File: src/rtl/core/fprc_pkg.sv
// Package for the framed packet receiver with CRC-16 check.
// Holds the word types, field codes, register reset values and the CRC helper.
// Used by fprc_result_queue and framed_packet_receiver_crc_check_top.
package fprc_pkg;

    // Default for the largest payload a frame may carry.
    localparam int MAX_PAYLOAD_DEF = 256;

    // Depth of the result queue in front of the output channel.
    localparam int QUEUE_DEPTH = 4;
    localparam int QCNT_W      = $clog2(QUEUE_DEPTH + 1);

    // CRC-16 polynomial and top bit, MSB first.
    localparam logic [15:0] CRC_POLY = 16'h1021;
    localparam logic [15:0] CRC_TOP  = 16'h8000;

    // Register reset values.
    localparam logic [7:0]  START_BYTE_RST    = 8'd90;
    localparam logic [7:0]  EXPECTED_TYPE_RST = 8'd165;
    localparam logic [7:0]  MAX_RETRIES_RST   = 8'd3;
    localparam logic [15:0] TIMEOUT_MS_RST    = 16'd1000;

    // Register indexes on the configuration port.
    localparam logic [1:0] REG_START_BYTE    = 2'd0;
    localparam logic [1:0] REG_EXPECTED_TYPE = 2'd1;
    localparam logic [1:0] REG_MAX_RETRIES   = 2'd2;
    localparam logic [1:0] REG_TIMEOUT_MS    = 2'd3;

    // Input word operations.
    localparam logic OP_BYTE = 1'b0;
    localparam logic OP_TICK = 1'b1;

    // Result word kinds.
    localparam logic KIND_PAYLOAD = 1'b0;
    localparam logic KIND_VERDICT = 1'b1;

    // Verdict status codes.
    localparam logic [2:0] ST_OK         = 3'd0;
    localparam logic [2:0] ST_CRC_RETRY  = 3'd1;
    localparam logic [2:0] ST_WRONG_TYPE = 3'd2;
    localparam logic [2:0] ST_TIMEOUT    = 3'd3;
    localparam logic [2:0] ST_RETRY_FAIL = 3'd4;

    // Reply codes.
    localparam logic [1:0] REPLY_NONE = 2'd0;
    localparam logic [1:0] REPLY_ACK  = 2'd1;
    localparam logic [1:0] REPLY_NAK  = 2'd2;

    // Receiver phases.
    typedef enum logic [2:0] {
        PH_HUNT,
        PH_TYPE,
        PH_LEN_LO,
        PH_LEN_HI,
        PH_CRC_LO,
        PH_CRC_HI,
        PH_PAYLOAD
    } phase_t;

    // One input word.
    typedef struct packed {
        logic       op;
        logic [7:0] data_in;
    } rx_word_t;

    // One result word.
    typedef struct packed {
        logic       kind;
        logic [7:0] data_byte;
        logic [7:0] byte_index;
        logic [2:0] status;
        logic [1:0] reply;
        logic [8:0] payload_length;
        logic       last;
    } res_word_t;

    // Results produced by one input word, handed to the queue.
    typedef struct packed {
        logic [1:0] count;
        res_word_t  first;
        res_word_t  second;
    } res_push_t;

    // Bytewise CRC-16 update, MSB first.
    function automatic logic [15:0] crc16_byte(input logic [15:0] crc_in,
                                               input logic [7:0]  b);
        logic [15:0] c;
        c = crc_in ^ {b, 8'h00};
        for (int i = 0; i < 8; i++) begin
            if ((c & CRC_TOP) != 16'h0000)
                c = {c[14:0], 1'b0} ^ CRC_POLY;
            else
                c = {c[14:0], 1'b0};
        end
        return c;
    endfunction

endpackage

File: src/rtl/core/fprc_result_queue.sv
// Result queue of the framed packet receiver: a short shift queue that takes
// up to two result words per cycle and presents its head on the output channel.
// Depends on fprc_pkg.
module fprc_result_queue
    import fprc_pkg::*;
(
    input  logic      clk,
    input  logic      rst_n,
    input  res_push_t push,
    output logic      room,
    output logic      res_valid,
    input  logic      res_stall,
    output res_word_t res_word
);

    res_word_t             entry_reg  [QUEUE_DEPTH];
    res_word_t             entry_next [QUEUE_DEPTH];
    logic [QCNT_W-1:0]     count_reg;
    logic [QCNT_W-1:0]     count_next;
    logic [QCNT_W-1:0]     base;
    logic                  pop;

    // Head of the queue is the output word.
    assign res_valid = (count_reg != '0);
    assign res_word  = entry_reg[0];
    assign pop       = res_valid && !res_stall;

    // Room for the worst case of two results from one input word.
    assign room = (count_reg <= QCNT_W'(QUEUE_DEPTH - 2));

    // Shift out on a pop, then append new results after the survivors.
    always_comb
    begin
        base = count_reg - QCNT_W'(pop);
        for (int i = 0; i < QUEUE_DEPTH; i++) begin
            if (pop && (i < QUEUE_DEPTH - 1))
                entry_next[i] = entry_reg[(i + 1) % QUEUE_DEPTH];
            else
                entry_next[i] = entry_reg[i];
            if ((push.count != 2'd0) && (QCNT_W'(i) == base))
                entry_next[i] = push.first;
            if ((push.count == 2'd2) && (QCNT_W'(i) == base + QCNT_W'(1)))
                entry_next[i] = push.second;
        end
        count_next = base + QCNT_W'(push.count);
    end

    // Fill count.
    always_ff @(posedge clk or negedge rst_n)
    begin
        if (!rst_n)
            count_reg <= '0;
        else
            count_reg <= count_next;
    end

    // Entry payload needs no reset.
    always_ff @(posedge clk)
    begin
        for (int i = 0; i < QUEUE_DEPTH; i++)
            entry_reg[i] <= entry_next[i];
    end

endmodule

File: src/rtl/core/framed_packet_receiver_crc_check_top.sv
// Top level of the framed packet receiver with CRC-16 check: configuration
// registers, the frame state machine and the result queue.
// Depends on fprc_pkg and fprc_result_queue.
//
//   Channel | Direction | Handshake               | Word
//   --------+-----------+-------------------------+--------------------------
//   rx      | in        | rx_valid / rx_stall     | rx_word  (op, data_in)
//   res     | out       | res_valid / res_stall   | res_word (verdict/payload)
//   apb     | in        | psel, penable, pready   | paddr, pwdata, prdata
//
// Each input word is handled in the cycle it is accepted; the result words it
// yields, if any, are registered into the result queue. One input word is
// taken every cycle while the four-entry result queue holds two or fewer
// words, so rx_stall rises only when the output side stalls. A final payload
// byte yields two result words, delivered in order as the output takes them.
// Reset clears the phase, counters and queue and loads the register defaults.
module framed_packet_receiver_crc_check_top
    import fprc_pkg::*;
#(
    parameter int MAX_PAYLOAD = MAX_PAYLOAD_DEF
)
(
    input  logic        clk,
    input  logic        rst_n,
    input  logic        rx_valid,
    output logic        rx_stall,
    input  rx_word_t    rx_word,
    output logic        res_valid,
    input  logic        res_stall,
    output res_word_t   res_word,
    input  logic        psel,
    input  logic        penable,
    input  logic        pwrite,
    input  logic [3:0]  paddr,
    input  logic [31:0] pwdata,
    output logic [31:0] prdata,
    output logic        pready
);

    localparam int LEN_W = $clog2(MAX_PAYLOAD + 1);

    // Configuration registers.
    logic [7:0]  start_byte_reg;
    logic [7:0]  expected_type_reg;
    logic [7:0]  max_retries_reg;
    logic [15:0] timeout_ms_reg;
    logic [15:0] start_crc_reg;
    logic        cfg_write;
    logic [1:0]  cfg_index;

    // Frame state.
    phase_t           phase_reg, phase_next;
    logic [15:0]      crc_reg, crc_next;
    logic [LEN_W-1:0] len_reg, len_next;
    logic [7:0]       len_lo_reg, len_lo_next;
    logic [15:0]      rcrc_reg, rcrc_next;
    logic [LEN_W-1:0] cnt_reg, cnt_next;
    logic [7:0]       retries_reg, retries_next;
    logic [16:0]      ticks_reg, ticks_next;

    // Working signals.
    logic             rx_accept;
    logic             room;
    res_push_t        push;
    logic [15:0]      len16;
    logic [15:0]      cnt16;
    logic [16:0]      raw_len;
    logic [16:0]      clamp_len;
    logic [16:0]      ticks_inc;
    logic [LEN_W:0]   cnt_inc;
    logic [15:0]      crc_byte_new;
    logic             do_verdict;
    logic             verdict_second;
    logic [15:0]      verdict_crc;
    logic             end_transaction;
    res_word_t        verdict_word;

    assign rx_accept = rx_valid && !rx_stall;
    assign rx_stall  = !room;
    assign pready    = 1'b1;
    assign cfg_write = psel && penable && pwrite;
    assign cfg_index = paddr[3:2];

    // Configuration registers; the CRC of the start byte is kept alongside.
    always_ff @(posedge clk or negedge rst_n)
    begin
        if (!rst_n) begin
            start_byte_reg    <= START_BYTE_RST;
            start_crc_reg     <= crc16_byte(16'h0000, START_BYTE_RST);
            expected_type_reg <= EXPECTED_TYPE_RST;
            max_retries_reg   <= MAX_RETRIES_RST;
            timeout_ms_reg    <= TIMEOUT_MS_RST;
        end else if (cfg_write) begin
            case (cfg_index)
                REG_START_BYTE:
                begin
                    start_byte_reg <= pwdata[7:0];
                    start_crc_reg  <= crc16_byte(16'h0000, pwdata[7:0]);
                end
                REG_EXPECTED_TYPE: expected_type_reg <= pwdata[7:0];
                REG_MAX_RETRIES:   max_retries_reg   <= pwdata[7:0];
                REG_TIMEOUT_MS:    timeout_ms_reg    <= pwdata[15:0];
                default:           start_byte_reg    <= start_byte_reg;
            endcase
        end
    end

    // Register read back.
    always_comb
    begin
        case (cfg_index)
            REG_START_BYTE:    prdata = {24'h0, start_byte_reg};
            REG_EXPECTED_TYPE: prdata = {24'h0, expected_type_reg};
            REG_MAX_RETRIES:   prdata = {24'h0, max_retries_reg};
            REG_TIMEOUT_MS:    prdata = {16'h0, timeout_ms_reg};
            default:           prdata = 32'h0;
        endcase
    end

    assign len16        = 16'(len_reg);
    assign cnt16        = 16'(cnt_reg);
    assign raw_len      = {1'b0, rx_word.data_in, len_lo_reg};
    assign clamp_len    = (raw_len < 17'(MAX_PAYLOAD)) ? raw_len : 17'(MAX_PAYLOAD);
    assign ticks_inc    = ticks_reg + 17'd1;
    assign cnt_inc      = {1'b0, cnt_reg} + (LEN_W + 1)'(1);
    assign crc_byte_new = crc16_byte(crc_reg, rx_word.data_in);

    // Frame state machine: next state and result words.
    always_comb
    begin
        phase_next      = phase_reg;
        crc_next        = crc_reg;
        len_next        = len_reg;
        len_lo_next     = len_lo_reg;
        rcrc_next       = rcrc_reg;
        cnt_next        = cnt_reg;
        retries_next    = retries_reg;
        ticks_next      = ticks_reg;
        push            = '0;
        do_verdict      = 1'b0;
        verdict_second  = 1'b0;
        verdict_crc     = crc_reg;
        end_transaction = 1'b0;
        verdict_word    = '0;

        if (rx_accept) begin
            if (rx_word.op == OP_TICK) begin
                // Ticks count only while hunting.
                if (phase_reg == PH_HUNT) begin
                    ticks_next = ticks_inc;
                    if (ticks_inc >= {1'b0, timeout_ms_reg} + 17'd1) begin
                        push.count       = 2'd1;
                        push.first.kind  = KIND_VERDICT;
                        push.first.status = ST_TIMEOUT;
                        push.first.reply = REPLY_NONE;
                        push.first.last  = 1'b1;
                        end_transaction  = 1'b1;
                    end
                end
            end else begin
                case (phase_reg)
                    PH_HUNT:
                    begin
                        if (rx_word.data_in == start_byte_reg)
                            phase_next = PH_TYPE;
                    end
                    PH_TYPE:
                    begin
                        if (rx_word.data_in != expected_type_reg) begin
                            push.count        = 2'd1;
                            push.first.kind   = KIND_VERDICT;
                            push.first.status = ST_WRONG_TYPE;
                            push.first.reply  = REPLY_NONE;
                            push.first.last   = 1'b1;
                            end_transaction   = 1'b1;
                        end else begin
                            crc_next   = crc16_byte(start_crc_reg, rx_word.data_in);
                            phase_next = PH_LEN_LO;
                        end
                    end
                    PH_LEN_LO:
                    begin
                        len_lo_next = rx_word.data_in;
                        phase_next  = PH_LEN_HI;
                    end
                    PH_LEN_HI:
                    begin
                        // Clamp the length and run it through the CRC, low byte first.
                        len_next   = LEN_W'(clamp_len);
                        crc_next   = crc16_byte(crc16_byte(crc_reg, clamp_len[7:0]),
                                                clamp_len[15:8]);
                        phase_next = PH_CRC_LO;
                    end
                    PH_CRC_LO:
                    begin
                        rcrc_next  = {8'h00, rx_word.data_in};
                        phase_next = PH_CRC_HI;
                    end
                    PH_CRC_HI:
                    begin
                        rcrc_next = {rx_word.data_in, rcrc_reg[7:0]};
                        cnt_next  = '0;
                        if (len_reg == '0) begin
                            do_verdict  = 1'b1;
                            verdict_crc = crc_reg;
                        end else begin
                            phase_next = PH_PAYLOAD;
                        end
                    end
                    PH_PAYLOAD:
                    begin
                        crc_next                  = crc_byte_new;
                        cnt_next                  = LEN_W'(cnt_inc);
                        push.count                = 2'd1;
                        push.first.kind           = KIND_PAYLOAD;
                        push.first.data_byte      = rx_word.data_in;
                        push.first.byte_index     = cnt16[7:0];
                        push.first.payload_length = len16[8:0];
                        if (cnt_inc >= {1'b0, len_reg}) begin
                            do_verdict     = 1'b1;
                            verdict_second = 1'b1;
                            verdict_crc    = crc_byte_new;
                        end else begin
                            push.first.last = 1'b1;
                        end
                    end
                    default:
                    begin
                        phase_next = PH_HUNT;
                    end
                endcase
            end
        end

        // CRC verdict: ACK on a match, NAK with retry or final failure otherwise.
        if (do_verdict) begin
            verdict_word.kind           = KIND_VERDICT;
            verdict_word.payload_length = len16[8:0];
            verdict_word.last           = 1'b1;
            if (verdict_crc == rcrc_next) begin
                verdict_word.status = ST_OK;
                verdict_word.reply  = REPLY_ACK;
                end_transaction     = 1'b1;
            end else if (retries_reg <= 8'd1) begin
                verdict_word.status = ST_RETRY_FAIL;
                verdict_word.reply  = REPLY_NAK;
                end_transaction     = 1'b1;
            end else begin
                verdict_word.status = ST_CRC_RETRY;
                verdict_word.reply  = REPLY_NAK;
                retries_next        = retries_reg - 8'd1;
            end
            phase_next = PH_HUNT;
            ticks_next = '0;
            if (verdict_second) begin
                push.count  = 2'd2;
                push.second = verdict_word;
            end else begin
                push.count = 2'd1;
                push.first = verdict_word;
            end
        end

        // Closing a transaction restarts the hunt with a full retry budget.
        if (end_transaction) begin
            phase_next   = PH_HUNT;
            ticks_next   = '0;
            retries_next = max_retries_reg;
        end

        // A new retry limit reloads the budget.
        if (cfg_write && (cfg_index == REG_MAX_RETRIES))
            retries_next = pwdata[7:0];
    end

    // Frame state registers.
    always_ff @(posedge clk or negedge rst_n)
    begin
        if (!rst_n) begin
            phase_reg   <= PH_HUNT;
            crc_reg     <= '0;
            len_reg     <= '0;
            len_lo_reg  <= '0;
            rcrc_reg    <= '0;
            cnt_reg     <= '0;
            retries_reg <= MAX_RETRIES_RST;
            ticks_reg   <= '0;
        end else begin
            phase_reg   <= phase_next;
            crc_reg     <= crc_next;
            len_reg     <= len_next;
            len_lo_reg  <= len_lo_next;
            rcrc_reg    <= rcrc_next;
            cnt_reg     <= cnt_next;
            retries_reg <= retries_next;
            ticks_reg   <= ticks_next;
        end
    end

    // Result queue in front of the output channel.
    fprc_result_queue u_queue (
        .clk       (clk),
        .rst_n     (rst_n),
        .push      (push),
        .room      (room),
        .res_valid (res_valid),
        .res_stall (res_stall),
        .res_word  (res_word)
    );

endmodule

File: config.mk
export PLATFORM = sky130hd
export DESIGN_NAME = framed_packet_receiver_crc_check_top
export DESIGN_NICKNAME = d
export VERILOG_FILES = /design/src/rtl/core/fprc_pkg.sv /design/src/rtl/core/fprc_result_queue.sv /design/src/rtl/core/framed_packet_receiver_crc_check_top.sv
export SDC_FILE = /design/constraint.sdc
export NUM_CORES = 1
export LEC_CHECK = 0
export BUFFER_PORTS_ARGS = -buffer_cell sky130_fd_sc_hd__buf_4
export CELL_PAD_IN_SITES_DETAIL_PLACEMENT = 1
export CELL_PAD_IN_SITES_GLOBAL_PLACEMENT = 1
export CORE_UTILIZATION = 51
export DETAILED_ROUTE_END_ITERATION = 16
export GPL_TIMING_DRIVEN = 1
export HOLD_SLACK_MARGIN = 0.15
export PLACE_DENSITY = 0.95
export SYNTH_ARGS = -nofsm -noshare
export SYNTH_HDL_FRONTEND = slang
export SYNTH_SLANG_ARGS = --single-unit
export TNS_END_PERCENT = 100
File: constraint.sdc
create_clock -name clk -period 8.2 [get_ports clk]
set_input_delay 1.64 -clock clk [delete_from_list [all_inputs] [get_ports clk]]
set_output_delay 1.64 -clock clk [all_outputs]
set_load 0.005 [all_outputs]
==> impl_metrics.py, run 1 <==
metrics = {
    "clock_tree": {
        "postCtsSetupBuffers": 0,
        "h-tree-depth": 1,
        "clk_path_buf_depth": 3,
        "ctsHoldBuffers": 0,
        "path_clk_slew_ns": 0.06,
        "cts_made_buffers": 30,
        "worstSkewPairLatency_ns": 0.58,
        "clock_sinks": 265,
        "post_cts_resized": 0,
        "cts_tree": "built",
        "cts_root_buf": "clkbuf_16",
    },
    "finish": {
        "fin_util_pct": 58.2,
        "multiInputGateArea_um2": 7760,
        "area_growth_pct": 12.1,
        "drive_gt1_share_pct": 15.9,
        "largest_reg_flops": 128,
        "fin_cells": 1966,
        "regArea_um2": 6620,
        "fillers": 3161,
        "final_nets": 1646,
        "n_antenna_cell": 0,
    },
    "route": {
        "drtPass1Iterations": 6,
        "routedWlPerCell_um": 23.8,
        "antenna_left": 0,
        "vias": 12300,
        "vias_per_cell": 6.25,
        "drc": 0,
        "drt_iter0_drc": 1038,
        "wl_um": 46700,
    },
    "placement": {
        "io_buffers": 83,
        "dp_hpwl_um": 31000,
        "placed_cells_incl_taps": 1910,
        "routabilityCongestion": 0.900,
    },
    "run_status": {
        "status": "complete, no violations",
    },
    "logic_synthesis": {
        "async_flop_share_pct": 51.7,
        "synth-seq-area-share_pct": 44.3,
        "synth_area_um2": 14900,
        "ys_seq_elements": 265,
        "synth_edf_count": 60,
        "avgSynthCellArea_um2": 9.79,
        "yosys_warnings": 0,
        "ys_types": 73,
        "netlist_instances": 1526,
        "synth_top_flop_cell": "dfrtp_1",
    },
    "pwr": {
        "total_power_w": 0.00580,
        "power_density_nw_per_um2": 346,
        "total_leakage_power_nw": 6.97,
        "ir_worst_vdd_v": 0.000170,
    },
    "flow_run": {
        "drv_cap": 0,
    },
    "sta": {
        "finalSetupTns_ns": 0,
        "rsz0062_at_grt": "false",
        "slew_headroom_pct": 16.2,
        "worstMarginPinSlew_ns": 1.25,
        "finalSetupViolations": 0,
        "finalMaxSlewViolations": 0,
        "finClkSkew_ns": 0.0210,
        "fmax_ghz": 0.161,
        "fin_crit_sh_pct": 75.8,
        "hold_viol_final": 0,
        "period_minus_slack_ns": 6.21,
    },
    "critical_path": {
        "path_buf_inv": 0,
        "crit_arrival_ns": 6.38,
        "cp_top_family": "simple AND/OR/NAND/NOR gates",
        "cp-start-kind": "flop",
        "required_ns": 8.36,
        "cp_cell_sequence": "nand3_1 > nor2_1 > and3_1 > and3_1 > nand3_1 > nor2_1 > nand3_1 > xnor2_1 > ha_1 > and4_1 > nand2_1 > nor4_1 > a211oi_1 > a21oi_1 > a21boi_0 > nor3_1 > nor2_1 > nand2_1",
        "critPathMaxStageDelay_ns": 0.75,
        "cp-end-kind": "flop",
        "cp_max_fo": 15,
        "critPathKind": "flop to flop",
        "slowest_stage": "nor2_1",
    },
    "floorplan": {
        "dieArea_um2": 30000,
        "ios": 119,
        "rows": 62,
        "core_area_um2": 28800,
        "die_h_um": 173,
        "start_util_pct": 51.9,
        "dieWidth_um": 173,
    },
    "grt": {
        "grt_pass1_vias": 13300,
        "antenna_found_initial": 0,
        "grt_pass1_wl_um": 73400,
        "grt-ovfl-total": 0,
        "grt_max_degree": 70,
        "track_usage_pct": 31.0,
    },
    "worst_hold_path": {
        "worstHoldPathType": "flop to flop",
    },
}
[final timing paths]
kind                                     startpoint                  endpoint  slack [ns]  depth (start not counted)
max in group asynchronous                     rst_n               crc_reg[10]        5.73                          2
min in group asynchronous                     rst_n        timeout_ms_reg[12]        1.05                          1
min reg2reg                u_queue.entry_reg[3][20]  u_queue.entry_reg[3][20]        0.46                          2
max reg2reg                            ticks_reg[0]   u_queue.entry_reg[2][4]        1.99                         18
min                        u_queue.entry_reg[3][20]  u_queue.entry_reg[3][20]        0.46                          2
max                                    ticks_reg[0]   u_queue.entry_reg[2][4]        1.99                         18
[through the flow]
step	cell area (um2)	setup WS, ns	hold WS (ns)
after global placement	15700	1.95	0.442
final	16700	1.99	0.463
after global routing	16700	1.52	0.481
after detailed placement	15700	1.70	0.452
after CTS	16700	2.06	0.460
after floorplan	15000	3.07	0.436
[routing by layer]
metal / GRT usage (%) / wire [um] / vias to the layer above
met4: 15.2 / 2140 / 0
met2: 54.7 / 23700 / 518
met1: 36.9 / 18100 / 6184
li1: - / - / 5436
met3: 4.46 / 2780 / 151
met5: 0 / 0 / -
[Yosys cell counts (all sizes together), types with 11 or more instances]
cell,count,area share (%)
a211oi,54,2.7
a21oi,77,2.6
a22o,35,2.1
and2,13,0.54
and3,41,1.8
buf,38,1.8
clkbuf,74,1.9
dfrtp,112,19
dfstp,25,4.4
dfxtp,68,9.1
edfxtp,60,12
ha,35,2.9
inv,33,0.83
mux2,43,3.2
mux2i,49,3.3
nand2,207,5.2
nand3,31,1.0
nand4,13,0.54
nor2,87,2.2
nor3,15,0.50
nor4,11,0.50
o211ai,12,0.60
o21ai,59,2.0
or2,18,0.75
xnor2,107,6.4
xor2,90,5.3
[worst reg2reg max path, delay by kind of cell (launching register included)]
kind / cells / cell delay, ns
flip-flops: 1 / 0.43
AO/OA/AOI/OAI: 3 / 1.36
adder cells (fa/ha/maj): 1 / 0.30
XOR/XNOR: 1 / 0.23
AND/OR/NAND/NOR: 13 / 3.49
[placed cells by master, fill, tap and decap left out, types with 35 or more instances in the layout]
cell type,synthesis,routed
nor2_1,87,85
ha_1,35,35
nand2_1,207,207
xor2_1,90,90
buf_4,18,96
xnor2_1,105,105
dfrtp_1,112,112
edfxtp_1,60,60
a211oi_1,54,54
and3_1,38,38
o21ai_0,51,51
dfxtp_1,68,68
mux2i_1,49,49
a21oi_1,76,76
a22o_1,35,35
mux2_2,43,43
[final cells by class]
cell class	instances	share of cell area [%]
multi-input combinational	1131	46.3
sequential	265	39.5
clock buffer	35	4.71
timing repair buffer	97	4.37
tap	384	2.87
clock inverter	21	1.45
inverter	33	0.740
[report_power, final]
part / switching (W) / internal, W
combinational: 0.00132 / 0.000995
sequential: 0.000354 / 0.00172
clock: 0.000570 / 0.000844
[cell families after synthesis]
kind of cell,after synthesis,share of synthesized area [%]
simple gates,477,15.2
compound gates,304,13.5
flops,265,44.3
xor+xnor,197,11.6
buf+inv,145,4.46
mux,100,7.73
fa+ha+maj,36,3.06
other cells,2,0.0503
Power figures use the tool's default switching activity.
==> run 2, diff against run 1 <==
--- a/config.mk
+++ b/config.mk
@@ -8,11 +8,11 @@
 export BUFFER_PORTS_ARGS = -buffer_cell sky130_fd_sc_hd__buf_4
 export CELL_PAD_IN_SITES_DETAIL_PLACEMENT = 1
 export CELL_PAD_IN_SITES_GLOBAL_PLACEMENT = 1
-export CORE_UTILIZATION = 51
+export CORE_UTILIZATION = 48
 export DETAILED_ROUTE_END_ITERATION = 16
 export GPL_TIMING_DRIVEN = 1
 export HOLD_SLACK_MARGIN = 0.15
-export PLACE_DENSITY = 0.95
+export PLACE_DENSITY = 0.92
 export SYNTH_ARGS = -nofsm -noshare
 export SYNTH_HDL_FRONTEND = slang
 export SYNTH_SLANG_ARGS = --single-unit
==> constraint.sdc (replaced) <==
create_clock -name clk -period 6.1 [get_ports clk]
set_input_delay 1.22 -clock clk [delete_from_list [all_inputs] [get_ports clk]]
set_output_delay 1.22 -clock clk [all_outputs]
set_load 0.005 [all_outputs]
==> run 2 against run 1 <==
Effect of this change: design area is 0.13% lower; hold slack worse by 0.0045 ns; sequential power is 34% higher; total power is 31% higher; combinational power is 31% higher; clock skew is 0.0095 ns higher; critical path type unchanged; largest cell class unchanged; largest power group unchanged.
==> impl_metrics.py, run 2 (synthesized netlist as in run 1, its figures left out) <==
metrics = {
    "grt": {
        "grt_pass1_wl_um": 70700,
        "antenna_found_initial": 0,
        "grt_max_degree": 98,
        "grt_pass1_vias": 12800,
        "grt-ovfl-total": 0,
        "track_usage_pct": 28.4,
    },
    "critical_path": {
        "crit_arrival_ns": 6.02,
        "cp_max_fo": 19,
        "ff2ff_setup_slack_ns": 0.39,
        "crit_top_cell": "nor2_1",
        "cp-start-kind": "flop",
        "required_ns": 6.40,
        "slowest_stage": "nor2_1",
        "r2r-start": "ticks_reg[0]",
        "r2r_end": "u_queue.entry_reg[0][2]",
        "rr_worst_depth": 18,
        "cp-end-kind": "flop",
        "critPathMaxStageDelay_ns": 0.67,
        "cp_cell_sequence": "ha_1 > nand3_1 > nor2_1 > and3_1 > and3_1 > nand3_1 > nor2_1 > xor2_1 > ha_1 > and4_1 > nand2_1 > nor4_1 > a211oi_1 > a21oi_1 > a31o_2 > nor2_1 > nand2_1 > buf_4",
        "critPathKind": "flop to flop",
    },
    "clock_tree": {
        "post_cts_resized": 0,
        "ctsHoldBuffers": 0,
        "cts_root_buf": "clkbuf_16",
        "cts_tree": "built",
        "postCtsSetupBuffers": 0,
        "clk_path_buf_depth": 3,
        "h-tree-depth": 1,
        "cts_made_buffers": 29,
        "path_clk_slew_ns": 0.06,
        "worstSkewPairLatency_ns": 0.57,
        "clock_sinks": 265,
    },
    "sta": {
        "rsz0062_at_grt": "false",
        "hold_ws_ns": 0.459,
        "period_minus_slack_ns": 5.71,
        "worstMarginPinSlew_ns": 1.01,
        "slew_headroom_pct": 32.6,
        "finalMaxSlewViolations": 0,
        "finClkSkew_ns": 0.0306,
        "hold_viol_final": 0,
        "finalWorstSetupSlack_ns": 0.386,
        "finalSetupViolations": 0,
        "fin_crit_sh_pct": 93.7,
        "fmax_ghz": 0.175,
        "finalSetupTns_ns": 0,
    },
    "finish": {
        "largest_reg_flops": 128,
        "drive_gt1_share_pct": 16.1,
        "layout_commonest_cell": "nand2_1",
        "area_growth_pct": 11.9,
        "design_area_um2": 16700,
        "layout_common_cells": "nand2_1 (207), dfrtp_1 (112), xnor2_1 (105), buf_4 (101), xor2_1 (90)",
        "n_antenna_cell": 0,
        "regArea_um2": 6620,
        "final_nets": 1650,
        "fillers": 3414,
        "multiInputGateArea_um2": 7760,
    },
    "placement": {
        "routabilityCongestion": 0.912,
        "place_area_um2": 15800,
        "pre_cts_ws_ns": 0.290,
        "io_buffers": 83,
        "dp_hpwl_um": 30400,
    },
    "floorplan": {
        "core_area_um2": 30600,
        "dieArea_um2": 31800,
        "ios": 119,
        "die_h_um": 178,
        "rows": 64,
        "start_util_pct": 48.9,
        "dieWidth_um": 178,
    },
    "route": {
        "routedWlPerCell_um": 22.6,
        "wl_um": 44700,
        "drc": 0,
        "drtPass1Iterations": 5,
        "vias": 12100,
        "vias_per_cell": 6.12,
        "drt_iter0_drc": 838,
        "antenna_left": 0,
    },
    "run_status": {
        "status": "complete, no violations",
    },
    "pwr": {
        "total_power_w": 0.00759,
        "power_density_nw_per_um2": 454,
        "ir_worst_vdd_v": 0.000318,
        "total_leakage_power_nw": 6.97,
    },
    "worst_hold_path": {
        "worstHoldPathType": "flop to flop",
        "holdPathEnd": "u_queue.entry_reg[3][22]",
        "whs_path_depth": 2,
        "min_from": "u_queue.entry_reg[3][22]",
    },
    "flow_run": {
        "drv_cap": 0,
    },
}
run 2: cell types whose count changed in the layout (fill, tap and decap cells not counted), moves of 2 or more:
cell        before  now
buf_4           96  101
bufinv_16        5    3
clkbuf_1         3    7
clkbuf_8         2    4
clkinv_1         6    1
clkinvlp_2       2    0
run 2: through the flow:
step / util, % / instances
after global placement: 51.6 / 1927
after CTS: 54.7 / 1980
after floorplan: - / 1541
after detailed placement: 51.6 / 1927
final: 54.7 / 1980
after global routing: 54.7 / 1980
run 2: cell type report:
| class | count | area share (%) |
|---|---|---|
| clock buffers | 40 | 4.82 |
| multi-input cells | 1131 | 46.4 |
| well taps | 396 | 2.96 |
| clock inverters | 13 | 0.883 |
| inverters | 33 | 0.741 |
| repair buffers | 102 | 4.60 |
| flip-flops and latches | 265 | 39.6 |
run 2: worst max-delay path by stage:
stage | start | to | slack, ns | cells past startpoint
final | ticks_reg[0] | u_queue.entry_reg[0][2] | 0.39 | 18
after global routing | ticks_reg[0] | u_queue.entry_reg[2][2] | 0.07 | 18
after CTS | ticks_reg[0] | u_queue.entry_reg[2][6] | 0.16 | 18
after detailed placement | ticks_reg[0] | u_queue.entry_reg[2][9] | 0.29 | 18
after global placement | ticks_reg[0] | u_queue.entry_reg[2][6] | 0.74 | 18
after floorplan | res_stall | u_queue.entry_reg[2][0] | 1.39 | 13
run 2: routing by layer:
metal,part of all wire (%),up-vias,track usage (%)
li1,-,5445,-
met3,4.8,103,3.32
met5,0,-,0
met4,3.4,0,9.71
met1,41,6181,35.2
met2,51,394,51.0
run 2: critical path: cells and delay by family, from the launching register on:
family	cells	cell delay [ns]
adder cells (fa/ha/maj)	2	0.53
flip-flops	1	0.44
AND/OR/NAND/NOR	11	2.57
buffers and inverters	1	0.26
XOR/XNOR	1	0.20
AO/OA/AOI/OAI	3	1.41
run 2: where the power goes:
group	total [W]	leakage [nW]	switching (W)	internal (W)
Sequential	0.00278	2.84	0.000465	0.00231
Clock	0.00179	0.466	0.000739	0.00105
Combinational	0.00303	3.66	0.00169	0.00134
Total	0.00759	6.97	0.00290	0.00470
